## src/sv/pcsrq_pkg.sv

```systemverilog
// ============================================================================
// pcsrq_pkg
// Shared types and constants of the per-column sorted refill queue.
// ============================================================================
package pcsrq_pkg;

    localparam int MAX_COLUMNS     = 8;
    localparam int ROWS_PER_COLUMN = 16;

    localparam int COL_IDX_W   = (MAX_COLUMNS > 1) ? $clog2(MAX_COLUMNS) : 1;
    localparam int ROW_IDX_W   = $clog2(ROWS_PER_COLUMN);
    localparam int FILL_W      = $clog2(ROWS_PER_COLUMN + 1);
    localparam int STORE_DEPTH = MAX_COLUMNS * ROWS_PER_COLUMN;
    localparam int ADDR_W      = $clog2(STORE_DEPTH);
    localparam int PEND_W      = 8;

    localparam int QUEUE_DEPTH = 2;
    localparam int QPTR_W      = $clog2(QUEUE_DEPTH);
    localparam int QCNT_W      = $clog2(QUEUE_DEPTH + 1);

    localparam logic [3:0] NUM_COLUMNS_RESET = 4'd8;

    typedef enum logic [1:0] {
        CMD_ADD   = 2'd0,
        CMD_POP   = 2'd1,
        CMD_QUERY = 2'd2,
        CMD_NOP   = 2'd3
    } t_cmd;

    typedef enum logic [1:0] {
        ST_OK         = 2'd0,
        ST_BAD_COLUMN = 2'd1,
        ST_EMPTY      = 2'd2,
        ST_FULL       = 2'd3
    } t_status;

    typedef enum logic [1:0] {
        OP_NONE   = 2'd0,
        OP_INSERT = 2'd1,
        OP_REMOVE = 2'd2
    } t_op;

    typedef enum logic [2:0] {
        S_IDLE     = 3'd0,
        S_INS      = 3'd1,
        S_INS_LAST = 3'd2,
        S_POP      = 3'd3,
        S_DONE     = 3'd4
    } t_back_state;

    typedef struct packed {
        logic [3:0] row;
        logic [3:0] ptype;
        logic [3:0] pcolor;
    } t_entry;

    // One classified request as it travels from the front to the back.
    typedef struct packed {
        t_op                  op;
        logic [COL_IDX_W-1:0] col;
        logic [FILL_W-1:0]    fill;
        t_entry               entry;
        t_status              status;
        logic                 column_empty;
        logic                 any_pending;
    } t_job;

    function automatic logic [ADDR_W-1:0] addr_of(input logic [COL_IDX_W-1:0] col,
                                                  input logic [ROW_IDX_W-1:0] pos);
        addr_of = ADDR_W'(col) * ADDR_W'(ROWS_PER_COLUMN) + ADDR_W'(pos);
    endfunction

endpackage

```

## src/sv/pcsrq_ram.sv

```systemverilog
// ============================================================================
// pcsrq_ram
// Generic one-write, one-read RAM with registered read data.
// ============================================================================
module pcsrq_ram #(
    parameter int WIDTH = 12,
    parameter int DEPTH = 128
) (
    input  logic                     i_clk,
    input  logic                     i_we,
    input  logic [$clog2(DEPTH)-1:0] i_waddr,
    input  logic [WIDTH-1:0]         i_wdata,
    input  logic                     i_re,
    input  logic [$clog2(DEPTH)-1:0] i_raddr,
    output logic [WIDTH-1:0]         o_rdata
);

    logic [WIDTH-1:0] r_mem [DEPTH];
    logic [WIDTH-1:0] r_rdata;

    always_ff @(posedge i_clk) begin
        if (i_we) begin
            r_mem[i_waddr] <= i_wdata;
        end
        if (i_re) begin
            r_rdata <= r_mem[i_raddr];
        end
    end

    assign o_rdata = r_rdata;

endmodule

```

## src/sv/pcsrq_front.sv

```systemverilog
// ============================================================================
// pcsrq_front
// Accepts request beats, checks them against the fill counts and classifies them.
// ============================================================================
module pcsrq_front import pcsrq_pkg::*; (
    input  logic       i_clk,
    input  logic       i_rst_n,
    input  logic [3:0] i_num_columns,
    input  logic       i_in_valid,
    output logic       o_in_stall,
    input  logic [1:0] i_cmd,
    input  logic [3:0] i_column,
    input  logic [3:0] i_row,
    input  logic [3:0] i_piece_type,
    input  logic [3:0] i_piece_color,
    input  logic       i_q_full,
    output logic       o_push,
    output t_job       o_job
);

    logic [FILL_W-1:0] r_fill [MAX_COLUMNS];
    logic [PEND_W-1:0] r_pending;
    logic [PEND_W-1:0] n_pending;
    logic [FILL_W-1:0] n_fill;
    logic [FILL_W-1:0] fill_cur;
    logic [COL_IDX_W-1:0] col_idx;
    logic col_ok;
    logic fill_we;
    logic accept;
    t_cmd cmd;

    assign cmd        = t_cmd'(i_cmd);
    assign col_idx    = i_column[COL_IDX_W-1:0];
    assign fill_cur   = r_fill[col_idx];
    assign accept     = i_in_valid && !i_q_full;
    assign o_in_stall = i_q_full;
    assign o_push     = accept;

    always_comb begin
        col_ok = ({1'b0, i_column} < {1'b0, i_num_columns}) &&
                 ({1'b0, i_column} < 5'(MAX_COLUMNS));
        n_pending          = r_pending;
        n_fill             = fill_cur;
        fill_we            = 1'b0;
        o_job.op           = OP_NONE;
        o_job.col          = col_idx;
        o_job.fill         = fill_cur;
        o_job.entry.row    = i_row;
        o_job.entry.ptype  = i_piece_type;
        o_job.entry.pcolor = i_piece_color;
        o_job.status       = ST_OK;
        o_job.column_empty = 1'b0;
        case (cmd)
            CMD_ADD: begin
                if (!col_ok) begin
                    o_job.status = ST_BAD_COLUMN;
                end else if (fill_cur >= FILL_W'(ROWS_PER_COLUMN)) begin
                    o_job.status = ST_FULL;
                end else begin
                    o_job.op  = OP_INSERT;
                    n_fill    = fill_cur + FILL_W'(1);
                    n_pending = r_pending + PEND_W'(1);
                    fill_we   = 1'b1;
                end
            end
            CMD_POP: begin
                if (!col_ok) begin
                    o_job.status = ST_BAD_COLUMN;
                end else if (fill_cur == '0) begin
                    o_job.status = ST_EMPTY;
                end else begin
                    o_job.op  = OP_REMOVE;
                    n_fill    = fill_cur - FILL_W'(1);
                    n_pending = r_pending - PEND_W'(1);
                    fill_we   = 1'b1;
                end
            end
            CMD_QUERY: begin
                if (!col_ok) begin
                    o_job.status = ST_BAD_COLUMN;
                end else begin
                    o_job.column_empty = (fill_cur == '0);
                end
            end
            default: begin
            end
        endcase
        o_job.any_pending = (n_pending != '0);
    end

    always_ff @(posedge i_clk) begin
        if (!i_rst_n) begin
            r_fill    <= '{default: '0};
            r_pending <= '0;
        end else if (accept) begin
            r_pending <= n_pending;
            if (fill_we) begin
                r_fill[col_idx] <= n_fill;
            end
        end
    end

endmodule

```

## src/sv/pcsrq_queue.sv

```systemverilog
// ============================================================================
// pcsrq_queue
// Short FIFO of classified requests between the front and the back.
// ============================================================================
module pcsrq_queue import pcsrq_pkg::*; (
    input  logic i_clk,
    input  logic i_rst_n,
    input  logic i_push,
    input  t_job i_job,
    output logic o_full,
    output logic o_valid,
    input  logic i_pop,
    output t_job o_job
);

    t_job              r_slot [QUEUE_DEPTH];
    logic [QPTR_W-1:0] r_wr_ptr;
    logic [QPTR_W-1:0] r_rd_ptr;
    logic [QCNT_W-1:0] r_count;
    logic              do_push;
    logic              do_pop;

    assign o_full  = (r_count == QCNT_W'(QUEUE_DEPTH));
    assign o_valid = (r_count != '0);
    assign o_job   = r_slot[r_rd_ptr];
    assign do_push = i_push && !o_full;
    assign do_pop  = i_pop && o_valid;

    function automatic logic [QPTR_W-1:0] ptr_inc(input logic [QPTR_W-1:0] ptr);
        ptr_inc = (ptr == QPTR_W'(QUEUE_DEPTH - 1)) ? '0 : ptr + QPTR_W'(1);
    endfunction

    always_ff @(posedge i_clk) begin
        if (do_push) begin
            r_slot[r_wr_ptr] <= i_job;
        end
    end

    always_ff @(posedge i_clk) begin
        if (!i_rst_n) begin
            r_wr_ptr <= '0;
            r_rd_ptr <= '0;
            r_count  <= '0;
        end else begin
            if (do_push) begin
                r_wr_ptr <= ptr_inc(r_wr_ptr);
            end
            if (do_pop) begin
                r_rd_ptr <= ptr_inc(r_rd_ptr);
            end
            if (do_push && !do_pop) begin
                r_count <= r_count + QCNT_W'(1);
            end else if (do_pop && !do_push) begin
                r_count <= r_count - QCNT_W'(1);
            end
        end
    end

endmodule

```

## src/sv/pcsrq_back.sv

```systemverilog
// ============================================================================
// pcsrq_back
// Carries out inserts and removals on the entry RAM and holds the result beat.
// ============================================================================
module pcsrq_back import pcsrq_pkg::*; (
    input  logic       i_clk,
    input  logic       i_rst_n,
    input  logic       i_job_valid,
    input  t_job       i_job,
    output logic       o_pop,
    output logic       o_out_valid,
    input  logic       i_out_stall,
    output logic [1:0] o_status,
    output logic [3:0] o_out_row,
    output logic [3:0] o_out_type,
    output logic [3:0] o_out_color,
    output logic       o_column_empty,
    output logic       o_any_pending
);

    t_back_state r_state;
    t_back_state n_state;
    t_job        r_job;
    t_entry      r_pop_entry;
    logic [ROW_IDX_W-1:0] r_k;
    logic [ROW_IDX_W-1:0] n_k;

    logic       r_out_valid;
    logic [1:0] r_status;
    logic [3:0] r_out_row;
    logic [3:0] r_out_type;
    logic [3:0] r_out_color;
    logic       r_column_empty;
    logic       r_any_pending;

    logic              ram_we;
    logic [ADDR_W-1:0] ram_waddr;
    t_entry            ram_wdata;
    logic              ram_re;
    logic [ADDR_W-1:0] ram_raddr;
    logic [$bits(t_entry)-1:0] ram_rdata;
    t_entry            rd;

    logic job_load;
    logic pop_cap;
    logic out_load;
    logic out_free;
    logic shift_on;
    logic more_pop;

    assign rd       = t_entry'(ram_rdata);
    assign out_free = !r_out_valid || !i_out_stall;
    assign shift_on = (rd.row >= r_job.entry.row);
    assign more_pop = (FILL_W'(r_k) + FILL_W'(1)) < r_job.fill;

    pcsrq_ram #(
        .WIDTH ($bits(t_entry)),
        .DEPTH (STORE_DEPTH)
    ) u_ram (
        .i_clk   (i_clk),
        .i_we    (ram_we),
        .i_waddr (ram_waddr),
        .i_wdata (ram_wdata),
        .i_re    (ram_re),
        .i_raddr (ram_raddr),
        .o_rdata (ram_rdata)
    );

    // Next state.
    always_comb begin
        n_state = r_state;
        case (r_state)
            S_IDLE: begin
                if (i_job_valid) begin
                    case (i_job.op)
                        OP_INSERT: n_state = (i_job.fill == '0) ? S_INS_LAST : S_INS;
                        OP_REMOVE: n_state = S_POP;
                        default:   n_state = S_DONE;
                    endcase
                end
            end
            S_INS: begin
                if (shift_on) begin
                    n_state = (r_k == '0) ? S_INS_LAST : S_INS;
                end else begin
                    n_state = S_DONE;
                end
            end
            S_INS_LAST: n_state = S_DONE;
            S_POP:      n_state = more_pop ? S_POP : S_DONE;
            S_DONE: begin
                if (out_free) begin
                    n_state = S_IDLE;
                end
            end
            default:    n_state = S_IDLE;
        endcase
    end

    // Outputs of the sequencer: RAM ports, index update and load strobes.
    always_comb begin
        o_pop     = 1'b0;
        job_load  = 1'b0;
        pop_cap   = 1'b0;
        out_load  = 1'b0;
        ram_re    = 1'b0;
        ram_raddr = '0;
        ram_we    = 1'b0;
        ram_waddr = '0;
        ram_wdata = rd;
        n_k       = r_k;
        case (r_state)
            S_IDLE: begin
                if (i_job_valid) begin
                    o_pop    = 1'b1;
                    job_load = 1'b1;
                    if (i_job.op == OP_INSERT && i_job.fill != '0) begin
                        ram_re    = 1'b1;
                        n_k       = ROW_IDX_W'(i_job.fill - FILL_W'(1));
                        ram_raddr = addr_of(i_job.col, n_k);
                    end else if (i_job.op == OP_REMOVE) begin
                        ram_re    = 1'b1;
                        n_k       = '0;
                        ram_raddr = addr_of(i_job.col, '0);
                    end
                end
            end
            S_INS: begin
                ram_we    = 1'b1;
                ram_waddr = addr_of(r_job.col, r_k + ROW_IDX_W'(1));
                if (shift_on) begin
                    ram_wdata = rd;
                    if (r_k != '0) begin
                        ram_re    = 1'b1;
                        n_k       = r_k - ROW_IDX_W'(1);
                        ram_raddr = addr_of(r_job.col, n_k);
                    end
                end else begin
                    ram_wdata = r_job.entry;
                end
            end
            S_INS_LAST: begin
                ram_we    = 1'b1;
                ram_waddr = addr_of(r_job.col, '0);
                ram_wdata = r_job.entry;
            end
            S_POP: begin
                if (r_k == '0) begin
                    pop_cap = 1'b1;
                end else begin
                    ram_we    = 1'b1;
                    ram_waddr = addr_of(r_job.col, r_k - ROW_IDX_W'(1));
                    ram_wdata = rd;
                end
                if (more_pop) begin
                    ram_re    = 1'b1;
                    n_k       = r_k + ROW_IDX_W'(1);
                    ram_raddr = addr_of(r_job.col, n_k);
                end
            end
            S_DONE: begin
                out_load = out_free;
            end
            default: begin
            end
        endcase
    end

    always_ff @(posedge i_clk) begin
        r_k <= n_k;
        if (job_load) begin
            r_job <= i_job;
        end
        if (pop_cap) begin
            r_pop_entry <= rd;
        end
        if (out_load) begin
            r_status       <= r_job.status;
            r_column_empty <= r_job.column_empty;
            r_any_pending  <= r_job.any_pending;
            if (r_job.op == OP_REMOVE) begin
                r_out_row   <= r_pop_entry.row;
                r_out_type  <= r_pop_entry.ptype;
                r_out_color <= r_pop_entry.pcolor;
            end else begin
                r_out_row   <= '0;
                r_out_type  <= '0;
                r_out_color <= '0;
            end
        end
    end

    always_ff @(posedge i_clk) begin
        if (!i_rst_n) begin
            r_state     <= S_IDLE;
            r_out_valid <= 1'b0;
        end else begin
            r_state <= n_state;
            if (out_load) begin
                r_out_valid <= 1'b1;
            end else if (r_out_valid && !i_out_stall) begin
                r_out_valid <= 1'b0;
            end
        end
    end

    assign o_out_valid    = r_out_valid;
    assign o_status       = r_status;
    assign o_out_row      = r_out_row;
    assign o_out_type     = r_out_type;
    assign o_out_color    = r_out_color;
    assign o_column_empty = r_column_empty;
    assign o_any_pending  = r_any_pending;

endmodule

```

## src/sv/per_column_sorted_refill_queue_unit.sv

```systemverilog
// ============================================================================
// per_column_sorted_refill_queue_unit
// Per-column sorted lists of empty-cell records with add, pop and query.
// ============================================================================
// How to use this block:
// Requests arrive as beats on the input channel (i_in_valid / o_in_stall) and
// each request produces exactly one result beat on the output channel
// (o_out_valid / i_out_stall), in request order. The num_columns register is
// written through i_cfg_we / i_cfg_data, by the user only while the block is
// idle; the block itself does not enforce this. The front stage checks the
// column and its fill count when the beat is accepted and updates the counts
// at once; the request then waits in a two-entry queue for the back stage,
// which does the RAM work. A query, an error or an unused command does no RAM
// work; a pop moves each remaining record of the column down one place, and
// an add moves up each record whose row is not below the new one. The back
// stage moves one record per cycle through the single read and single write
// port of the entry RAM, and finishes one request before it takes the next.
// Reset clears the fill counts, the pending total, the queue and the result
// valid flag and sets num_columns to 8; the entry RAM is not cleared, since
// only entries below a column's fill count are ever read.
// While the receiver stalls, the result beat holds; the back stage finishes the
// next request and waits, and the front keeps taking beats until the queue
// is full, at which point o_in_stall rises.
module per_column_sorted_refill_queue_unit import pcsrq_pkg::*; (
    input  logic       i_clk,
    input  logic       i_rst_n,
    input  logic       i_cfg_we,
    input  logic [3:0] i_cfg_data,
    input  logic       i_in_valid,
    output logic       o_in_stall,
    input  logic [1:0] i_cmd,
    input  logic [3:0] i_column,
    input  logic [3:0] i_row,
    input  logic [3:0] i_piece_type,
    input  logic [3:0] i_piece_color,
    output logic       o_out_valid,
    input  logic       i_out_stall,
    output logic [1:0] o_status,
    output logic [3:0] o_out_row,
    output logic [3:0] o_out_type,
    output logic [3:0] o_out_color,
    output logic       o_column_empty,
    output logic       o_any_pending
);

    // Number of columns in use; columns at or above it are rejected.
    logic [3:0] r_num_columns;

    logic q_full;
    logic q_valid;
    logic q_pop;
    logic front_push;
    t_job front_job;
    t_job q_job;

    always_ff @(posedge i_clk) begin
        if (!i_rst_n) begin
            r_num_columns <= NUM_COLUMNS_RESET;
        end else if (i_cfg_we) begin
            r_num_columns <= i_cfg_data;
        end
    end

    // The front classifies each request and owns the fill counts and total.
    pcsrq_front u_front (
        .i_clk         (i_clk),
        .i_rst_n       (i_rst_n),
        .i_num_columns (r_num_columns),
        .i_in_valid    (i_in_valid),
        .o_in_stall    (o_in_stall),
        .i_cmd         (i_cmd),
        .i_column      (i_column),
        .i_row         (i_row),
        .i_piece_type  (i_piece_type),
        .i_piece_color (i_piece_color),
        .i_q_full      (q_full),
        .o_push        (front_push),
        .o_job         (front_job)
    );

    // The queue decouples classification from the RAM sequencer.
    pcsrq_queue u_queue (
        .i_clk   (i_clk),
        .i_rst_n (i_rst_n),
        .i_push  (front_push),
        .i_job   (front_job),
        .o_full  (q_full),
        .o_valid (q_valid),
        .i_pop   (q_pop),
        .o_job   (q_job)
    );

    // The back shifts the sorted list in RAM and presents the result beat.
    pcsrq_back u_back (
        .i_clk          (i_clk),
        .i_rst_n        (i_rst_n),
        .i_job_valid    (q_valid),
        .i_job          (q_job),
        .o_pop          (q_pop),
        .o_out_valid    (o_out_valid),
        .i_out_stall    (i_out_stall),
        .o_status       (o_status),
        .o_out_row      (o_out_row),
        .o_out_type     (o_out_type),
        .o_out_color    (o_out_color),
        .o_column_empty (o_column_empty),
        .o_any_pending  (o_any_pending)
    );

endmodule
```

## config.mk

```make
export PLATFORM = sky130hd
export DESIGN_NAME = per_column_sorted_refill_queue_unit
export DESIGN_NICKNAME = d
export VERILOG_FILES = /design/src/sv/pcsrq_pkg.sv /design/src/sv/pcsrq_ram.sv /design/src/sv/pcsrq_front.sv /design/src/sv/pcsrq_queue.sv /design/src/sv/pcsrq_back.sv /design/src/sv/per_column_sorted_refill_queue_unit.sv
export SDC_FILE = /design/constraint.sdc
export NUM_CORES = 2
export LEC_CHECK = 0
export BUFFER_PORTS_ARGS = -buffer_cell sky130_fd_sc_hd__buf_4
export CORE_MARGIN = 2
export CORE_UTILIZATION = 49
export CTS_CLUSTER_SIZE = 14
export DETAILED_ROUTE_END_ITERATION = 6
export PLACE_DENSITY_LB_ADDON = 0.12
export SLEW_MARGIN = 20
export SYNTH_ARGS = -nofsm -noshare
export SYNTH_HDL_FRONTEND = slang
export SYNTH_SLANG_ARGS = --single-unit
```

## constraint.sdc

```tcl
create_clock -name i_clk -period 11.1 [get_ports i_clk]
set_input_delay 1.11 -clock i_clk [delete_from_list [all_inputs] [get_ports i_clk]]
set_output_delay 1.11 -clock i_clk [all_outputs]
set_load 0.01 [all_outputs]
```

==> reports/metrics.yaml <==
timing:
  rsz0062_at_grt: "no"
  setup_viol: 0
  max_slew_margin: 0.1079
  fin_worst_skew_ns: 0.02559
  fmax_ghz: 0.1393
  hold_ws_ns: 0.4191
  fin_tns_setup_ns: 0
  finalCritPeriodShare: 0.6469
  period_minus_slack_ns: 7.181
  slew_viol_final: 0
  worst_pin_slew_ns: 1.338
  fin_ws_ns: 3.919
  hold_viol: 0
detailed_routing:
  drt_wl_total_um: 200200
  dr.pass1.iters: 6
  drc: 0
  drt.antenna.violating_nets: 0
  dr.first_iter.drc_count: 5179
  vias: 43785
  routed_via_density: 6.031
  wl_per_cell_um: 27.57
pwr:
  power_frac_comb: 0.220
  power_frac_clock: 0.314
  switching_share: 0.3157
  power.leakage_nw: 26.54
  p_seq_frac: 0.466
  p_int_w: 0.01231
  peakVddDrop_v: 0.0001877
  powerDensity_mw_per_mm2: 231.2
  p_switching_w: 0.005679
worst_setup_path:
  crit_family: "compound AO/OA/AOI/OAI gates"
  worstSetupPathType: "reg -> reg"
  worstSetupEndpointType: "flip-flop"
  crit_top_cell: "buf_4"
  reg2reg_depth: 15
  cpPeakStageDelay_ns: 0.94
  worstPathMaxFanout: 56
  cp.depth: 15
  path_cells: "buf_4 -> mux2i_1 -> ha_1 -> inv_1 -> nor4_1 -> o21ai_0 -> nand3_4 -> buf_4 -> buf_4 -> a211oi_1 -> a2111oi_0 -> a31oi_1 -> a21oi_1 -> o2111ai_1 -> nor3_1"
  path_buf_inv: 4
  arrival_ns: 7.62
  startpoint_type: "flip-flop"
  critPathRequiredTime_ns: 11.54
  cpMaxStageDelayCell: "nor3_1"
grt:
  grt_max_degree: 122
  grt_pass1_wl_um: 291400
  grt_usage: 0.2737
  antenna_found_initial: 2
  overflow: 0
  grt_pass1_vias: 41607
clocking:
  numCtsBuffers: 176
  clk_latency_ns: 0.81
  cts_resized: 0
  cts_root_buffer: "clkbuf_16"
  cts_buffer_depth: 3
  post-cts-setup-buffer-count: 0
  ctsHtreeMaxLevel: 4
  postCtsHoldBufs: 0
  clock_sinks: 1719
  cts.clk_slew.worst_paths_ns: 0.06
  cts_tree: "built"
floorplanning:
  num_rows: 137
  ios: 45
  die_x_um: 380.1
  coreArea_mm2: 0.1399
  die-area_mm2: 0.1444
  fp.dieH_um: 380.1
  start_util: 0.4954
logic_synthesis:
  async_flop_share: 0
  synthTopCellsByArea: "edfxtp_1 (72%), nand2_1 (6.5%), nand3_1 (3.9%), mux2i_1 (3.4%), dfxtp_1 (1.8%)"
  synth_area_leader_cell: "edfxtp_1"
  syn-num-nets: 5187
  ys_ff_latch: 1719
  yosysTopAreaCellShare: 0.7185
  syn_inst: 5136
  syn_avg_cell_area_um2: 13.49
  synth-edff-count: 1658
  yosysSeqAreaShare: 0.7361
  syn_area_mm2: 0.06930
  ys_types: 75
  synth_warnings: 0
  synth_top_flop_cell: "edfxtp_1"
final_layout:
  nets: 5297
  layout-drive-gt1-share: 0.1096
  fin_area_mm2: 0.07779
  area_growth_syn_to_layout_pct: 12.25
  final-instance-count-excl-fill: 7260
min_path:
  hold_depth: 0
  min_path_type: "reg -> reg"
place:
  dpl_cell_area_mm2: 0.07237
  dpl_worst_slack_ns: 4.088
  dp_cells: 6944
  dp_hpwl_um: 118600
  portBuffers: 44
  place.gp.congestion: 0.8712
outcome:
  outcome: "finished clean"
flow_run:
  drv_cap: 0
==> cell usage after synthesis, types with 29 or more instances <==
library cell	instances
nand3_1	540
dfxtp_1	61
o21ai_0	51
buf_1	53
a32oi_1	44
buf_2	111
a21oi_1	85
mux2_2	33
nand2_1	1199
nand4_1	57
a31oi_1	83
a22oi_1	32
mux2i_1	236
nor3_1	29
clkbuf_1	128
a211oi_1	71
edfxtp_1	1658
inv_1	47
nor2_1	254
==> metrics by stage <==
stage                     utilization  total power [W]
after global placement         0.5171          0.01239
final                          0.5561          0.01799
after CTS                      0.5560          0.01804
after floorplan                     -          0.01069
after detailed placement       0.5174          0.01244
after global routing           0.5561          0.01855
==> worst register-to-register path: cells and delay by family, from the launching register on <==
family / cells / cell delay, ns
buf+inv: 4 / 1.93
compound gates: 6 / 1.99
fa+ha+maj: 1 / 0.26
simple gates: 3 / 1.79
mux: 1 / 0.53
flops: 1 / 0.31
==> sequential cells by signal, indices dropped and copies added (netlist names), 2 cells and up, named ones only <==
signal                count
u_front.r_fill           40
u_back.u_ram.o_rdata     12
u_back.u_ram.r_mem     1536
u_back.o_out_row          4
u_back.r_pop_entry       12
u_back.o_out_color        4
u_back.r_k                4
u_back.r_state            3
u_queue.r_count           2
u_back.o_status           2
r_num_columns             4
u_front.r_pending         8
u_queue.r_slot           52
u_back.r_job             26
u_back.o_out_type         4
==> path summary, 6_finish.rpt <==
path	from	endpoint	slack [ns]
worst max-delay path	flip-flop	u_back.u_ram.o_rdata[11]	3.92
worst min-delay path	u_back.r_job[0]	u_back.o_any_pending	0.42
worst max register to register	flip-flop	u_back.u_ram.o_rdata[11]	3.92
worst min register to register	u_back.r_job[0]	u_back.o_any_pending	0.42
==> metal layers <==
layer	up-vias	GRT usage	routed length, µm
li1	19336	-	-
met1	22099	0.3859	82600
met2	2013	0.4273	93300
met3	335	0.05094	17100
met4	2	0.09810	7139
met5	-	0	13
==> power by group through the flow <==
stage                     clock (W)  sequential, W  combinational, W
after floorplan                   0        0.00851           0.00218
after global placement            0        0.00852           0.00387
after detailed placement          0        0.00852           0.00392
after CTS                   0.00572        0.00839           0.00393
after global routing        0.00595        0.00840           0.00420
final                       0.00564        0.00839           0.00395
==> cells in the final DEF, fill, tap and decap left out, types with 25 or more instances in the layout <==
cell type and instances:
dfxtp_1 61, clkbuf_1 41, a31oi_1 83, nor2_2 30, nand4_1 57, buf_4 233, a21oi_1 83, nor2_1 222
edfxtp_1 1658, a32oi_1 44, inv_1 47, clkinv_2 25, a22oi_1 32, clkinv_1 43, clkbuf_16 180, a211oi_1 71
mux2i_1 236, nor3_1 25, nand2_1 1198, o21ai_0 50, and3_1 25, nand3_1 539
==> final cells by class <==
| type | instances | area (µm²) |
|---|---|---|
| repair buffers | 238 | 1857 |
| fillers | 11503 | 62090 |
| multi-input cells | 3063 | 16980 |
| clock buffers | 222 | 4672 |
| well taps | 1876 | 2347 |
| diodes | 2 | 5.005 |
| inverters | 48 | 180.2 |
| clock inverters | 92 | 738.2 |
| flip-flops and latches | 1719 | 51010 |
==> cells by family (layout without fill, tap and decap cells) <==
logic type | after synthesis | in the layout | synth area share
other | 0 | 2 | 0
multiplexers | 281 | 281 | 0.04322
adder cells (fa/ha/maj) | 24 | 24 | 0.004333
XOR/XNOR | 18 | 18 | 0.002275
AO/OA/AOI/OAI | 515 | 515 | 0.05220
flip-flops | 1719 | 1719 | 0.7361
AND/OR/NAND/NOR | 2225 | 2225 | 0.1395
buffers and inverters | 354 | 600 | 0.02237
Power figures use the tool's default switching activity.
